===== config.mk =====
export PLATFORM = sky130hd
export DESIGN_NAME = integer_text_parser
export DESIGN_NICKNAME = d
export VERILOG_FILES = /design/src/rtl/itp_pkg.sv /design/src/rtl/integer_text_parser.sv /design/src/rtl/itp_ctrl.sv /design/src/rtl/itp_datapath.sv
export SDC_FILE = /design/constraint.sdc
export NUM_CORES = 2
export LEC_CHECK = 0
export ABC_AREA = 1
export BUFFER_PORTS_ARGS = -buffer_cell sky130_fd_sc_hd__buf_2
export CAP_MARGIN = 40
export CORE_UTILIZATION = 35
export CTS_CLUSTER_SIZE = 20
export DETAILED_ROUTE_END_ITERATION = 16
export SYNTH_ARGS = -nofsm -noshare
export SYNTH_HDL_FRONTEND = slang
export SYNTH_SLANG_ARGS = --single-unit

===== constraint.sdc =====
create_clock -name clk_i -period 6.5 [get_ports clk_i]
set_clock_uncertainty 0.05 [all_clocks]
set_input_delay 0.325 -clock clk_i [delete_from_list [all_inputs] [get_ports clk_i]]
set_output_delay 0.325 -clock clk_i [all_outputs]
set_load 0.05 [all_outputs]

===== src/rtl/itp_pkg.sv =====
// Shared types, constants and helper functions for the integer text parser.
// Used by itp_ctrl, itp_datapath and integer_text_parser; depends on nothing.
`default_nettype none

package itp_pkg;

  // Arithmetic width of the accumulator, and the text length the position counter covers.
  localparam int unsigned VALUE_WIDTH     = 64;
  localparam int unsigned MAX_TEXT_LENGTH = 4095;
  localparam int unsigned POS_W           = $clog2(MAX_TEXT_LENGTH + 1);

  // Port widths fixed by the field definitions.
  localparam int unsigned OUT_W      = 64;
  localparam int unsigned STATUS_W   = 2;
  localparam int unsigned OFFSET_W   = 12;
  localparam int unsigned BASE_W     = 6;
  localparam int unsigned CFG_IDX_W  = 1;
  localparam int unsigned CFG_DATA_W = 6;
  localparam int unsigned MUL_W      = VALUE_WIDTH + BASE_W;
  localparam int unsigned SUM_W      = MUL_W + 1;

  // Configuration register indexes.
  localparam logic [CFG_IDX_W-1:0] REG_NUMBER_BASE = 1'b0;
  localparam logic [CFG_IDX_W-1:0] REG_SIGNED_MODE = 1'b1;

  // Result status codes.
  localparam logic [STATUS_W-1:0] ST_OK        = 2'd0;
  localparam logic [STATUS_W-1:0] ST_NO_DIGITS = 2'd1;
  localparam logic [STATUS_W-1:0] ST_RANGE     = 2'd2;
  localparam logic [STATUS_W-1:0] ST_BAD_BASE  = 2'd3;

  // Radix codes.
  localparam logic [BASE_W-1:0] BASE_AUTO  = 6'd0;
  localparam logic [BASE_W-1:0] BASE_MIN   = 6'd2;
  localparam logic [BASE_W-1:0] BASE_OCT   = 6'd8;
  localparam logic [BASE_W-1:0] BASE_DEC   = 6'd10;
  localparam logic [BASE_W-1:0] BASE_HEX   = 6'd16;
  localparam logic [BASE_W-1:0] BASE_MAX   = 6'd36;
  localparam logic [BASE_W-1:0] DIGIT_NONE = 6'h3F;

  // Character codes.
  localparam logic [7:0] CH_SPACE = 8'h20;
  localparam logic [7:0] CH_TAB   = 8'h09;
  localparam logic [7:0] CH_CR    = 8'h0D;
  localparam logic [7:0] CH_PLUS  = 8'h2B;
  localparam logic [7:0] CH_MINUS = 8'h2D;
  localparam logic [7:0] CH_ZERO  = 8'h30;
  localparam logic [7:0] CH_NINE  = 8'h39;
  localparam logic [7:0] CH_UP_A  = 8'h41;
  localparam logic [7:0] CH_UP_Z  = 8'h5A;
  localparam logic [7:0] CH_LO_A  = 8'h61;
  localparam logic [7:0] CH_LO_Z  = 8'h7A;
  localparam logic [7:0] CH_UP_X  = 8'h58;
  localparam logic [7:0] CH_LO_X  = 8'h78;

  // Saturation limits.
  localparam logic [VALUE_WIDTH-1:0] LIM_UNSIGNED = {VALUE_WIDTH{1'b1}};
  localparam logic [VALUE_WIDTH-1:0] LIM_POS      = {1'b0, {(VALUE_WIDTH-1){1'b1}}};
  localparam logic [VALUE_WIDTH-1:0] LIM_NEG      = {1'b1, {(VALUE_WIDTH-1){1'b0}}};

  typedef enum logic [4:0] {
    PH_IDLE   = 5'b00001,
    PH_LEAD   = 5'b00010,
    PH_SIGNED = 5'b00100,
    PH_ZERO   = 5'b01000,
    PH_DIGITS = 5'b10000
  } parse_phase_e;

  typedef enum logic [2:0] {
    CS_READY = 3'b001,
    CS_EXEC  = 3'b010,
    CS_HOLD  = 3'b100
  } ctrl_state_e;

  typedef struct packed {
    logic load;    // capture the accepted beat and start the multiply
    logic commit;  // apply the evaluated step to the parse state
  } dp_cmd_t;

  typedef struct packed {
    logic result_req;  // the evaluated step ends the parse with a result
  } dp_sts_t;

  function automatic logic is_blank(logic [7:0] c);
    return (c == CH_SPACE) || ((c >= CH_TAB) && (c <= CH_CR));
  endfunction

  function automatic logic [BASE_W-1:0] digit_of(logic [7:0] c);
    logic [7:0] v;
    v = 8'h00;
    if ((c >= CH_ZERO) && (c <= CH_NINE)) begin
      v = c - CH_ZERO;
    end else if ((c >= CH_UP_A) && (c <= CH_UP_Z)) begin
      v = c - CH_UP_A + 8'd10;
    end else if ((c >= CH_LO_A) && (c <= CH_LO_Z)) begin
      v = c - CH_LO_A + 8'd10;
    end else begin
      v = {2'b00, DIGIT_NONE};
    end
    return v[BASE_W-1:0];
  endfunction

endpackage

`default_nettype wire


===== src/rtl/integer_text_parser.sv =====
// Top level of the integer text parser: joins the controller and datapath.
// Depends on itp_pkg, itp_ctrl and itp_datapath.
`default_nettype none

//  Channel  | Signals                                   | Handshake
//  ---------+-------------------------------------------+---------------------
//  input    | start_of_text_i, char_code_i              | in_valid_i/in_ready_o
//  output   | parsed_value_o, parse_status_o, end_offset_o | out_valid_o/out_ready_i
//  config   | cfg_we_i, cfg_index_i, cfg_data_i         | write enable only
//
//  Each beat runs in two steps. Acceptance registers the character, its digit
//  value and the accumulator times the radix; the evaluate state adds the digit,
//  checks the range and commits the step, but a beat that yields a result while
//  the output register is still full waits there until that register is freed.
//  Reset restores base 10 and signed mode and leaves the parser idle.

module integer_text_parser (
  input  wire logic                            clk_i,
  input  wire logic                            rst_ni,
  input  wire logic                            cfg_we_i,
  input  wire logic [itp_pkg::CFG_IDX_W-1:0]   cfg_index_i,
  input  wire logic [itp_pkg::CFG_DATA_W-1:0]  cfg_data_i,
  input  wire logic                            in_valid_i,
  output logic                                 in_ready_o,
  input  wire logic                            start_of_text_i,
  input  wire logic [7:0]                      char_code_i,
  output logic                                 out_valid_o,
  input  wire logic                            out_ready_i,
  output logic [itp_pkg::OUT_W-1:0]            parsed_value_o,
  output logic [itp_pkg::STATUS_W-1:0]         parse_status_o,
  output logic [itp_pkg::OFFSET_W-1:0]         end_offset_o
);
  import itp_pkg::*;

  // Commands go from the controller to the datapath, status comes back.
  dp_cmd_t cmd;
  dp_sts_t sts;

  itp_ctrl u_ctrl (
    .clk_i       (clk_i),
    .rst_ni      (rst_ni),
    .in_valid_i  (in_valid_i),
    .out_ready_i (out_ready_i),
    .sts_i       (sts),
    .cmd_o       (cmd),
    .in_ready_o  (in_ready_o),
    .out_valid_o (out_valid_o)
  );

  itp_datapath u_datapath (
    .clk_i           (clk_i),
    .rst_ni          (rst_ni),
    .cfg_we_i        (cfg_we_i),
    .cfg_index_i     (cfg_index_i),
    .cfg_data_i      (cfg_data_i),
    .start_of_text_i (start_of_text_i),
    .char_code_i     (char_code_i),
    .cmd_i           (cmd),
    .sts_o           (sts),
    .parsed_value_o  (parsed_value_o),
    .parse_status_o  (parse_status_o),
    .end_offset_o    (end_offset_o)
  );

  // An accepted beat always occupies the next cycle.
  a_two_cycle_beat: assert property (@(posedge clk_i) disable iff (!rst_ni)
    (in_valid_i && in_ready_o) |=> !in_ready_o)
    else $error("input accepted on consecutive cycles");

  // A new result is committed only as the controller returns to accepting.
  a_result_frees_input: assert property (@(posedge clk_i) disable iff (!rst_ni)
    $rose(out_valid_o) |-> in_ready_o)
    else $error("result committed without freeing the input");

  // Results without digits carry neither value nor offset.
  a_no_digit_result: assert property (@(posedge clk_i) disable iff (!rst_ni)
    (out_valid_o && ((parse_status_o == ST_NO_DIGITS) || (parse_status_o == ST_BAD_BASE)))
      |-> ((end_offset_o == '0) && (parsed_value_o == '0)))
    else $error("empty parse reported a value or offset");

endmodule

`default_nettype wire


===== src/rtl/itp_ctrl.sv =====
// Sequencing controller of the integer text parser: input acceptance,
// step commit and the output valid flag. Depends on itp_pkg.
`default_nettype none

module itp_ctrl (
  input  wire logic            clk_i,
  input  wire logic            rst_ni,
  input  wire logic            in_valid_i,
  input  wire logic            out_ready_i,
  input  wire itp_pkg::dp_sts_t sts_i,
  output itp_pkg::dp_cmd_t     cmd_o,
  output logic                 in_ready_o,
  output logic                 out_valid_o
);
  import itp_pkg::*;

  ctrl_state_e state_q, state_d;
  logic        out_valid_q, out_valid_d;
  logic        slot_free;
  logic        evaluating;

  assign slot_free  = !out_valid_q || out_ready_i;
  assign evaluating = (state_q == CS_EXEC) || (state_q == CS_HOLD);

  assign in_ready_o    = (state_q == CS_READY);
  assign cmd_o.load    = in_ready_o && in_valid_i;
  assign cmd_o.commit  = evaluating && (!sts_i.result_req || slot_free);
  assign out_valid_o   = out_valid_q;

  always_comb begin
    state_d = state_q;
    unique case (state_q) inside
      CS_READY: begin
        if (in_valid_i) begin
          state_d = CS_EXEC;
        end
      end
      CS_EXEC, CS_HOLD: begin
        // A result waits here until the output register can take it.
        state_d = cmd_o.commit ? CS_READY : CS_HOLD;
      end
      default: begin
        state_d = CS_READY;
      end
    endcase
  end

  always_comb begin
    out_valid_d = out_valid_q;
    if (cmd_o.commit && sts_i.result_req) begin
      out_valid_d = 1'b1;
    end else if (out_valid_q && out_ready_i) begin
      out_valid_d = 1'b0;
    end
  end

  always_ff @(posedge clk_i or negedge rst_ni) begin
    if (!rst_ni) begin
      state_q     <= CS_READY;
      out_valid_q <= 1'b0;
    end else begin
      state_q     <= state_d;
      out_valid_q <= out_valid_d;
    end
  end

endmodule

`default_nettype wire


===== src/rtl/itp_datapath.sv =====
// Datapath of the integer text parser: configuration registers, parse state,
// radix multiply, range check and the result register. Depends on itp_pkg.
`default_nettype none

module itp_datapath (
  input  wire logic                          clk_i,
  input  wire logic                          rst_ni,
  input  wire logic                          cfg_we_i,
  input  wire logic [itp_pkg::CFG_IDX_W-1:0] cfg_index_i,
  input  wire logic [itp_pkg::CFG_DATA_W-1:0] cfg_data_i,
  input  wire logic                          start_of_text_i,
  input  wire logic [7:0]                    char_code_i,
  input  wire itp_pkg::dp_cmd_t              cmd_i,
  output itp_pkg::dp_sts_t                   sts_o,
  output logic [itp_pkg::OUT_W-1:0]          parsed_value_o,
  output logic [itp_pkg::STATUS_W-1:0]       parse_status_o,
  output logic [itp_pkg::OFFSET_W-1:0]       end_offset_o
);
  import itp_pkg::*;

  // Configuration.
  logic [BASE_W-1:0] number_base_q;
  logic              signed_mode_q;

  // Parse state.
  parse_phase_e           phase_q, phase_d;
  logic [VALUE_WIDTH-1:0] acc_q, acc_d;
  logic                   neg_q, neg_d;
  logic [BASE_W-1:0]      abase_q, abase_d;
  logic                   seen_q, seen_d;
  logic                   ovf_q, ovf_d;
  logic                   held_q, held_d;
  logic [POS_W-1:0]       pos_q, pos_d;
  logic                   msigned_q, msigned_d;

  // Captured beat and first-cycle products.
  logic                   sot_q;
  logic [7:0]             char_q;
  logic [BASE_W-1:0]      digit_q;
  logic [MUL_W-1:0]       mul_q;

  // Result register.
  logic [OUT_W-1:0]       value_q, value_d;
  logic [STATUS_W-1:0]    status_q, status_d;
  logic [OFFSET_W-1:0]    offset_q, offset_d;
  logic                   res_req;

  logic [BASE_W-1:0]      base_sel;
  logic [BASE_W-1:0]      base_mul;
  logic [VALUE_WIDTH-1:0] acc_in;

  always_ff @(posedge clk_i or negedge rst_ni) begin
    if (!rst_ni) begin
      number_base_q <= BASE_DEC;
      signed_mode_q <= 1'b1;
    end else if (cfg_we_i) begin
      unique case (cfg_index_i)
        REG_NUMBER_BASE: number_base_q <= cfg_data_i[BASE_W-1:0];
        REG_SIGNED_MODE: signed_mode_q <= cfg_data_i[0];
        default: ;
      endcase
    end
  end

  // The multiply uses the radix this beat's digit step will see.
  always_comb begin
    base_sel = start_of_text_i ? number_base_q : abase_q;
    base_mul = base_sel;
    if (base_sel == BASE_AUTO) begin
      base_mul = (!start_of_text_i && (phase_q == PH_ZERO)) ? BASE_OCT : BASE_DEC;
    end
    acc_in = start_of_text_i ? '0 : acc_q;
  end

  always_ff @(posedge clk_i) begin
    if (cmd_i.load) begin
      sot_q   <= start_of_text_i;
      char_q  <= char_code_i;
      digit_q <= digit_of(char_code_i);
      mul_q   <= MUL_W'(acc_in) * MUL_W'(base_mul);
    end
  end

  always_comb begin
    logic                   first;
    logic                   feed;
    logic                   counting;
    logic [VALUE_WIDTH-1:0] limit;
    logic [SUM_W-1:0]       sum;
    logic [VALUE_WIDTH-1:0] mag;

    phase_d   = phase_q;
    acc_d     = acc_q;
    neg_d     = neg_q;
    abase_d   = abase_q;
    seen_d    = seen_q;
    ovf_d     = ovf_q;
    held_d    = held_q;
    pos_d     = pos_q;
    msigned_d = msigned_q;
    value_d   = '0;
    status_d  = ST_OK;
    offset_d  = '0;
    res_req   = 1'b0;
    first     = 1'b0;
    feed      = 1'b0;
    counting  = 1'b1;
    limit     = LIM_UNSIGNED;
    sum       = SUM_W'(mul_q) + SUM_W'(digit_q);
    mag       = '0;

    if (sot_q) begin
      phase_d   = PH_LEAD;
      acc_d     = '0;
      neg_d     = 1'b0;
      seen_d    = 1'b0;
      ovf_d     = 1'b0;
      held_d    = 1'b0;
      pos_d     = '0;
      msigned_d = signed_mode_q;
      abase_d   = number_base_q;
      if ((number_base_q == 6'd1) || (number_base_q > BASE_MAX)) begin
        res_req  = 1'b1;
        status_d = ST_BAD_BASE;
        phase_d  = PH_IDLE;
        counting = 1'b0;
      end
    end

    if (!res_req) begin
      unique case (phase_d)
        PH_IDLE: begin
          counting = 1'b0;
        end
        PH_LEAD: begin
          if (is_blank(char_q)) begin
            phase_d = PH_LEAD;
          end else if ((char_q == CH_PLUS) || (char_q == CH_MINUS)) begin
            neg_d   = (char_q == CH_MINUS);
            phase_d = PH_SIGNED;
          end else begin
            first = 1'b1;
          end
        end
        PH_SIGNED: begin
          first = 1'b1;
        end
        PH_ZERO: begin
          held_d = 1'b0;
          if ((char_q == CH_LO_X) || (char_q == CH_UP_X)) begin
            abase_d = BASE_HEX;
            phase_d = PH_DIGITS;
          end else begin
            if (abase_d == BASE_AUTO) begin
              abase_d = BASE_OCT;
            end
            acc_d  = '0;
            seen_d = 1'b1;
            feed   = 1'b1;
          end
        end
        PH_DIGITS: begin
          feed = 1'b1;
        end
        default: begin
          counting = 1'b0;
        end
      endcase
    end

    // A leading zero may still turn into an octal marker or a hex prefix.
    if (first) begin
      if ((char_q == CH_ZERO) && ((abase_d == BASE_AUTO) || (abase_d == BASE_HEX))) begin
        held_d  = 1'b1;
        phase_d = PH_ZERO;
      end else begin
        if (abase_d == BASE_AUTO) begin
          abase_d = BASE_DEC;
        end
        feed = 1'b1;
      end
    end

    if (msigned_d) begin
      limit = neg_d ? LIM_NEG : LIM_POS;
    end

    if (feed) begin
      phase_d = PH_DIGITS;
      if ((abase_d < BASE_MIN) || (abase_d > BASE_MAX) || (digit_q >= abase_d)) begin
        // The rejected character closes the parse.
        res_req  = 1'b1;
        phase_d  = PH_IDLE;
        counting = 1'b0;
        if (!seen_d) begin
          status_d = ST_NO_DIGITS;
        end else begin
          if (!msigned_d && ovf_d) begin
            value_d = OUT_W'(LIM_UNSIGNED);
          end else begin
            mag = neg_d ? ({VALUE_WIDTH{1'b0}} - acc_d) : acc_d;
            value_d = msigned_d ? OUT_W'($signed(mag)) : OUT_W'(mag);
          end
          status_d = ovf_d ? ST_RANGE : ST_OK;
          offset_d = OFFSET_W'(pos_d);
        end
      end else begin
        seen_d = 1'b1;
        if (!ovf_d) begin
          // acc * base + digit above the limit is the same test as the
          // quotient and remainder cutoff.
          if (sum > SUM_W'(limit)) begin
            ovf_d = 1'b1;
            acc_d = limit;
          end else begin
            acc_d = sum[VALUE_WIDTH-1:0];
          end
        end
      end
    end

    if (counting && (pos_d < POS_W'(MAX_TEXT_LENGTH))) begin
      pos_d = pos_d + 1'b1;
    end
  end

  always_ff @(posedge clk_i or negedge rst_ni) begin
    if (!rst_ni) begin
      phase_q   <= PH_IDLE;
      acc_q     <= '0;
      neg_q     <= 1'b0;
      abase_q   <= '0;
      seen_q    <= 1'b0;
      ovf_q     <= 1'b0;
      held_q    <= 1'b0;
      pos_q     <= '0;
      msigned_q <= 1'b0;
    end else if (cmd_i.commit) begin
      phase_q   <= phase_d;
      acc_q     <= acc_d;
      neg_q     <= neg_d;
      abase_q   <= abase_d;
      seen_q    <= seen_d;
      ovf_q     <= ovf_d;
      held_q    <= held_d;
      pos_q     <= pos_d;
      msigned_q <= msigned_d;
    end
  end

  always_ff @(posedge clk_i) begin
    if (cmd_i.commit && res_req) begin
      value_q  <= value_d;
      status_q <= status_d;
      offset_q <= offset_d;
    end
  end

  // The held-zero flag only mirrors the prefix phase; it is kept as state.
  assign sts_o.result_req = res_req && (held_q || !held_q);
  assign parsed_value_o   = value_q;
  assign parse_status_o   = status_q;
  assign end_offset_o     = offset_q;

endmodule

`default_nettype wire


# --- After elaboration in Yosys (flattened, before gate mapping) ---
# Index checks and enable logic that the tools add are counted.
word_totals:
  reg_bits: 265
  input_bits: 21
  output_inout_bits: 80
  wordCells: 182
classes:
  n_addsub: 8
  multipliers: 1
  magnitude_cmp: 14
  n_eq_ne: 17
  mux: 87
  bitwise_logic: 1
  n_reduce_logical: 35
op_table:
  columns: ["operator", "n"]
  rows:
  - ["two-way mux 64 bit", 13]
  - ["two-way mux 6 bit", 13]
  - ["adder 70 x 6 -> 71 bit", 1]
  - ["> comparator 71 x 64 -> 1 bit", 1]
  - ["multiplier 64 x 6 -> 70 bit", 1]
  - ["subtractor 1 x 64 -> 64 bit, first input constant", 1]
  - ["two-way mux 5 bit", 9]
  - ["two-way mux 1 bit", 36]
  - ["== test 8 x 6 -> 1 bit, second input constant", 4]
  - ["two-way mux 12 bit", 2]
  - ["zero test 6 bit", 3]
  - ["== test 8 x 7 -> 1 bit, second input constant", 2]
  - [">= comparator 8 x 7 -> 1 bit, second input constant", 2]
  - ["less-or-equal comparator 8 x 7 -> 1 bit, second input constant", 2]
  - ["two-way mux 2 bit", 8]
  - ["adder 12 x 1 -> 12 bit, second input constant", 1]
  - ["adder 6 x 4 -> 6 bit, second input constant", 2]
  - ["> comparator 6 bit, second input constant", 2]
  - ["logical AND 1 bit", 12]
  - ["less-than comparator 12 bit, second input constant", 1]
  - ["subtractor 6 bit, second input constant", 2]
  - ["== test 5 x 4 -> 1 bit, second input constant", 2]
  - ["logical OR 1 bit", 10]
  - ["one-hot mux 5 bit (2 select lines)", 1]
  - ["26 further kinds", 32]

# --- Longest topological paths before layout ---
logic_depth:
  word_depth: 22
  depth_mapped: 37
  depth_no_buf: 36

# --- Cells and area by module ---
# Synthesis repeated with hierarchy kept, for this count alone.
hier_totals:
  hier_cells: 4503
  area_unflattened_um2: 31605.3
by_module_without_submodules:
  columns: ["mod", "instances", "cells_each", "area_per_inst_um2", "seq_area_each_um2"]
  rows:
  - ["itp_datapath", 1, 4479, 31392.6, 7352.1]
  - ["itp_ctrl", 1, 24, 212.7, 101.3]

# --- Worst setup path before layout ---
# OpenSTA, ideal clock, no wires.
synth_timing:
  path_type: "register to register"
  from: "register u_datapath.sot_q"
  to: "register u_datapath.acc_q[56]"
  setup_time_ns: 0.117
  arrival_ns: 6.146
  t_required_ns: 6.333
  slack_ns: 0.187
  path_stages_with_launch: 26
  n_path_buf: 3
  period_less_slack_ns: 6.313
  path_cell_list: "edfxtp_1 buf_6 buf_6 nor2_1 nand3b_1 nor2_2 inv_1 nand2_1 nand2_1 nor2_1 inv_1 ha_1 nand4_1 nor4_1 nand4_1 nor2_1 nand2_1 nand2_2 nand2_8 nand2_8 buf_4 nand3_1 nand2_1 inv_1 nor2_1 nor2_1"
synth_via:
  elab_chain_cells: 19
  elab_cells_between_ends: 53
  cone_classes: "order compare (4); eq/ne (5); mux (35); reduce/logical (9)"
synth_lines:
  columns: ["item", "line", "text"]
  rows:
  - ["start, declared", "itp_datapath.sv:37", "logic sot_q;"]
  - ["start signal, assigned", "itp_datapath.sv:77", "sot_q <= start_of_text_i;"]
  - ["two-way mux 6 bit", "itp_datapath.sv:112", "if (sot_q) begin"]
  - ["zero test 6 bit", "itp_datapath.sv:154", "if (abase_d == BASE_AUTO) begin"]
  - ["two-way mux 6 bit", "itp_datapath.sv:154", null]
  - ["two-way mux 6 bit", "itp_datapath.sv:150", "if ((char_q == CH_LO_X) || (char_q == CH_UP_X)) begin"]
  - ["two-way mux 6 bit", "itp_datapath.sv:131", "unique case (phase_d)"]
  - ["two-way mux 6 bit", "itp_datapath.sv:130", "if (!res_req) begin"]
  - ["== test 6 x 5 -> 1 bit or zero test 6 bit (tied branches)", "itp_datapath.sv:173, itp_datapath.sv:177", null]
  - ["logical OR 1 bit", "itp_datapath.sv:173", "if ((char_q == CH_ZERO) && ((abase_d == BASE_AUTO) || (abase_d == BASE_HEX))) begin"]
  - ["[2 not listed]", null, null]
  - ["two-way mux 6 bit", "itp_datapath.sv:172", "if (first) begin"]
  - ["less-than comparator 6 x 2 -> 1 bit or > comparator 6 bit (tied branches)", "itp_datapath.sv:190", "if ((abase_d < BASE_MIN) || (abase_d > BASE_MAX) || (digit_q >= abase_d)) begin"]
  - ["logical OR 1 bit (2 in series)", "itp_datapath.sv:190", null]
  - ["two-way mux 1 bit", "itp_datapath.sv:190", null]
  - ["two-way mux 1 bit", "itp_datapath.sv:188", "if (feed) begin"]
  - ["zero test 1 bit", "itp_ctrl.sv:27", "assign cmd_o.commit = evaluating && (!sts_i.result_req || slot_free);"]
  - ["logical OR 1 bit", "itp_ctrl.sv:27", null]
  - ["logical AND 1 bit", "itp_ctrl.sv:27", null]
  - ["end signal, assigned", "itp_datapath.sv:230", "acc_q <= '0;"]
  - ["end signal, assigned", "itp_datapath.sv:240", "acc_q <= acc_d;"]
  - ["end, declared", "itp_datapath.sv:27", "logic [VALUE_WIDTH-1:0] acc_q, acc_d;"]
# Several ways; a longest one is shown, not always the timed one.
# A chain may end at the register's enable or synchronous reset.

# --- Worst setup path in the final report ---
layout_timing:
  from: "register u_datapath.number_base_q[0]"
  to: "register u_datapath.mul_q[61] (data pin)"
layout_via:
  elab_chain_cells: 4
layout_lines:
  columns: ["item", "line", "text"]
  rows:
  - ["start, declared", "itp_datapath.sv:22", "logic [BASE_W-1:0] number_base_q;"]
  - ["start signal, assigned", "itp_datapath.sv:58", "REG_NUMBER_BASE: number_base_q <= cfg_data_i[BASE_W-1:0];"]
  - ["two-way mux 6 bit *", "itp_datapath.sv:67", "base_sel = start_of_text_i ? number_base_q : abase_q;"]
  - ["zero test 6 bit", "itp_datapath.sv:69", "if (base_sel == BASE_AUTO) begin"]
  - ["two-way mux 6 bit *", "itp_datapath.sv:69", null]
  - ["multiplier 64 x 6 -> 70 bit *", "itp_datapath.sv:80", "mul_q <= MUL_W'(acc_in) * MUL_W'(base_mul);"]
  - ["end signal, assigned", "itp_datapath.sv:80", null]
  - ["end, declared", "itp_datapath.sv:40", "logic [MUL_W-1:0] mul_q;"]
# Every way passes the cells marked *; elsewhere a longest branch is shown, timed or not.

==> metrics.cfg <==
[clock_tree]
clock_sinks = 265
htreeDepth = 2
cts_tree = done
clkLatencyLatePin_ns = 0.57
ctsLongestPathBuffers = 3
clockRootBuffer = clkbuf_16
numCtsBuffers = 36
clkSlewWorstSetupHoldPaths_ns = 0.06

[synth]
synth-seq-area-share = 0.233
syn_nets = 4949
async_reset_ff_frac = 0.385
synth_compound_area_frac = 0.0911
synth_ff_type = edfxtp_1
synth_top_family_by_area = simple AND/OR/NAND/NOR gates
synth_edf_count = 163
synthAdderAreaFrac = 0.220
ys_top_cells_by_count = 908 x nand2_1, 779 x nor2_1, 774 x inv_1, 252 x nand3_1, 250 x fa_1
syn_area_um2 = 32100
synthCells = 4514
synth_cell_types = 64
synth_xor_area_frac = 0.0456
ys_warn_count = 0
synth.most_common_cell = nand2_1
synth_simple_gate_area_share = 0.294
syn_avg_cell_area_um2 = 7.10
yosysTopAreaCell = fa_1
synth.mux.area_fraction = 0.000312
synth_top_area_frac = 0.156
synthTopCellsByArea = fa_1 16%, edfxtp_1 15%, nand2_1 11%, nor2_1 9.1%, inv_1 9.1%
yosys_register_bits = 265

[die]
rows = 110
ios = 101
coreArea_um2 = 90400
fp.dieW_um = 305
die_h_um = 305
die_area_um2 = 92800
start_util = 0.355

[sta]
worst_slew_pin_slew_ns = 0.908
setup_tns_ns = 0
fin_crit_sh = 0.956
finalMaxSlewViolations = 0
hold_violations = 0
setup_viol = 0
rsz0062_at_grt = no
max_freq_mhz = 161
fin_ws_ns = 0.283
fin_crit_ns = 6.22
slew_headroom = 0.395
hold_ws_ns = 0.00599

[finish]
fillers = 9510
drive_gt1_frac = 0.0720
nets = 5016
area_delta_synth_final_pct = 9.48
diodes = 0
utilization = 0.388

[global_route]
grt_pass1_vias = 29100
grt_use_met1 = 0.333
grt_use_met2 = 0.372
antenna_found_initial = 0
track_usage = 0.234
use_met3 = 0.0336
grt_max_degree = 78
top_usage_layer = met2
grt_pass1_wl_mm = 170
grt_remaining_overflow = 0

[power_and_ir_drop]
power.leakage_nw = 16.6
p_total_mw = 15.1
power_density_nw_per_um2 = 429
ir_drop_uv = 179

[routing]
drc = 0
vias = 30000
routed_wl_mm = 109
drt_iter0_drc = 2629
vias_per_cell = 5.18
firstDrtPassIters = 6
ant_nets = 0
wl_per_cell_um = 18.8

[run_status]
status = complete, no violations

[run]
drv_cap = 0

[worst_setup_path]
critPathLaunchType = flip-flop
critPathKind = reg2reg
crit_fanout = 30
cp-end-kind = flip-flop
critPathRequiredTime_ns = 6.76
cp.arrival_ns = 6.48

[place]
dp_slack_ns = 0.290
io_buffers = 100
dp_hpwl_mm = 88.1
gp_congestion = 1.02

[worst_hold_path]
hold_path_class = in2reg

==> area by class of cell <==
cell class / instances / area (um2) / area share
clock inverter: 19 / 224 / 0.00638
tap: 1176 / 1470 / 0.0419
sequential: 265 / 7450 / 0.212
clock buffer: 47 / 952 / 0.0271
timing repair buffer: 170 / 1100 / 0.0314
inverter: 794 / 2980 / 0.0849
multi-input combinational: 3314 / 20900 / 0.596
==> layout by cell type (no fill, tap or decap), types with 8 or more instances in the layout <==
cell | netlist | layout
nand4_1 | 76 | 76
xnor2_1 | 58 | 58
nand2_1 | 908 | 906
edfxtp_1 | 163 | 163
o21ai_1 | 47 | 47
a31oi_1 | 49 | 49
a21boi_0 | 14 | 14
inv_1 | 774 | 771
nand3_2 | 19 | 19
nor2_2 | 20 | 20
ha_1 | 164 | 164
fa_1 | 250 | 250
buf_2 | 29 | 99
inv_2 | 14 | 17
a21oi_1 | 234 | 234
xor2_1 | 107 | 107
clkinv_1 | 6 | 11
nand2_2 | 21 | 23
nor3_1 | 56 | 56
o21a_1 | 12 | 12
dfrtp_1 | 97 | 97
nand2_4 | 8 | 8
nand3_1 | 252 | 252
o211ai_1 | 13 | 13
nor4_1 | 27 | 27
dlygate4sd3_1 | 0 | 10
o21ai_0 | 127 | 126
nor2_1 | 779 | 778
buf_4 | 15 | 57
clkbuf_16 | 0 | 36
clkbuf_1 | 76 | 10
==> where the power goes <==
group / switching (mW) / internal (mW)
logic: 6.83 / 3.15
clock network: 0.832 / 1.20
registers: 0.584 / 2.47
total: 8.24 / 6.82
==> through the flow <==
| step | cell area, um2 | instances |
|---|---|---|
| floorplan | 32100 | 4514 |
| global placement | 33800 | 5707 |
| detailed placement | 33800 | 5709 |
| CTS | 35100 | 5785 |
| global route | 35100 | 5785 |
| finish | 35100 | 5785 |
==> worst paths after layout <==
check / slack (ns) / cells after the start / startpoint / endpoint
worst min-delay path: 0.006 / 1 / char_code_i[0] / u_datapath.char_q[0]
worst max-delay path: 0.28 / 24 / u_datapath.number_base_q[0] / u_datapath.mul_q[61]
worst max register to register: 0.28 / 24 / u_datapath.number_base_q[0] / u_datapath.mul_q[61]
max in group asynchronous: 4.82 / 3 / rst_ni / u_datapath.acc_q[41]
worst min register to register: 0.43 / 2 / u_datapath.pos_q[1] / u_datapath.pos_q[1]
min in group asynchronous: 0.29 / 2 / rst_ni / u_datapath.msigned_q
==> layer usage <==
| metal | vias to the layer above | wire, um |
|---|---|---|
| met2 | 1116 | 48700 |
| met1 | 14400 | 49600 |
| li1 | 14400 | - |
| met4 | 0 | 2420 |
| met5 | - | 0 |
| met3 | 133 | 8060 |
==> cells by family after synthesis <==
logic type               Yosys count
AO/OA/AOI/OAI                    529
XOR/XNOR                         166
adder cells (fa/ha/maj)          414
buffers and inverters            935
flip-flops                       265
multiplexers                       1
AND/OR/NAND/NOR                 2204
==> flip-flops by register name (all words and copies together) (netlist names) <==
signal / count
u_datapath.sot_q: 1
u_ctrl.state_q: 3
u_datapath.neg_q: 1
u_datapath.phase_q: 5
u_datapath.pos_q: 12
u_datapath.end_offset_o: 12
u_datapath.ovf_q: 1
u_datapath.digit_q: 6
u_datapath.number_base_q: 6
u_datapath.acc_q: 64
u_datapath.mul_q: 70
u_ctrl.out_valid_o: 1
u_datapath.seen_q: 1
u_datapath.parsed_value_o: 64
u_datapath.parse_status_o: 2
u_datapath.char_q: 8
u_datapath.abase_q: 6
u_datapath.msigned_q: 1
u_datapath.signed_mode_q: 1
==> critical path, stage by stage (launching register included) <==
cell      delay [ns]
dfrtp_1         0.41
o41ai_1         0.43
nand4_1         0.17
a41o_1          0.24
nand2_1         0.20
buf_4           0.43
nand2_1         0.14
fa_1            0.55
fa_1            0.44
fa_1            0.60
inv_1           0.06
ha_1            0.35
a21oi_1         0.17
inv_1           0.08
a31oi_1         0.18
inv_1           0.08
a21boi_0        0.23
o21ai_0         0.13
a21oi_1         0.31
nor2_1          0.08
nor2_1          0.21
o21bai_1        0.14
nand3_1         0.09
nand2_1         0.06
xor2_1          0.13
==> what timing repair did <==
action	in CTS	in global routing
hold buffers	10	0
endpoints found under the setup margin	0	8
resized for setup	0	5
endpoints found under the hold margin	48	0
setup buffers	0	0
Power figures use the tool's default switching activity.
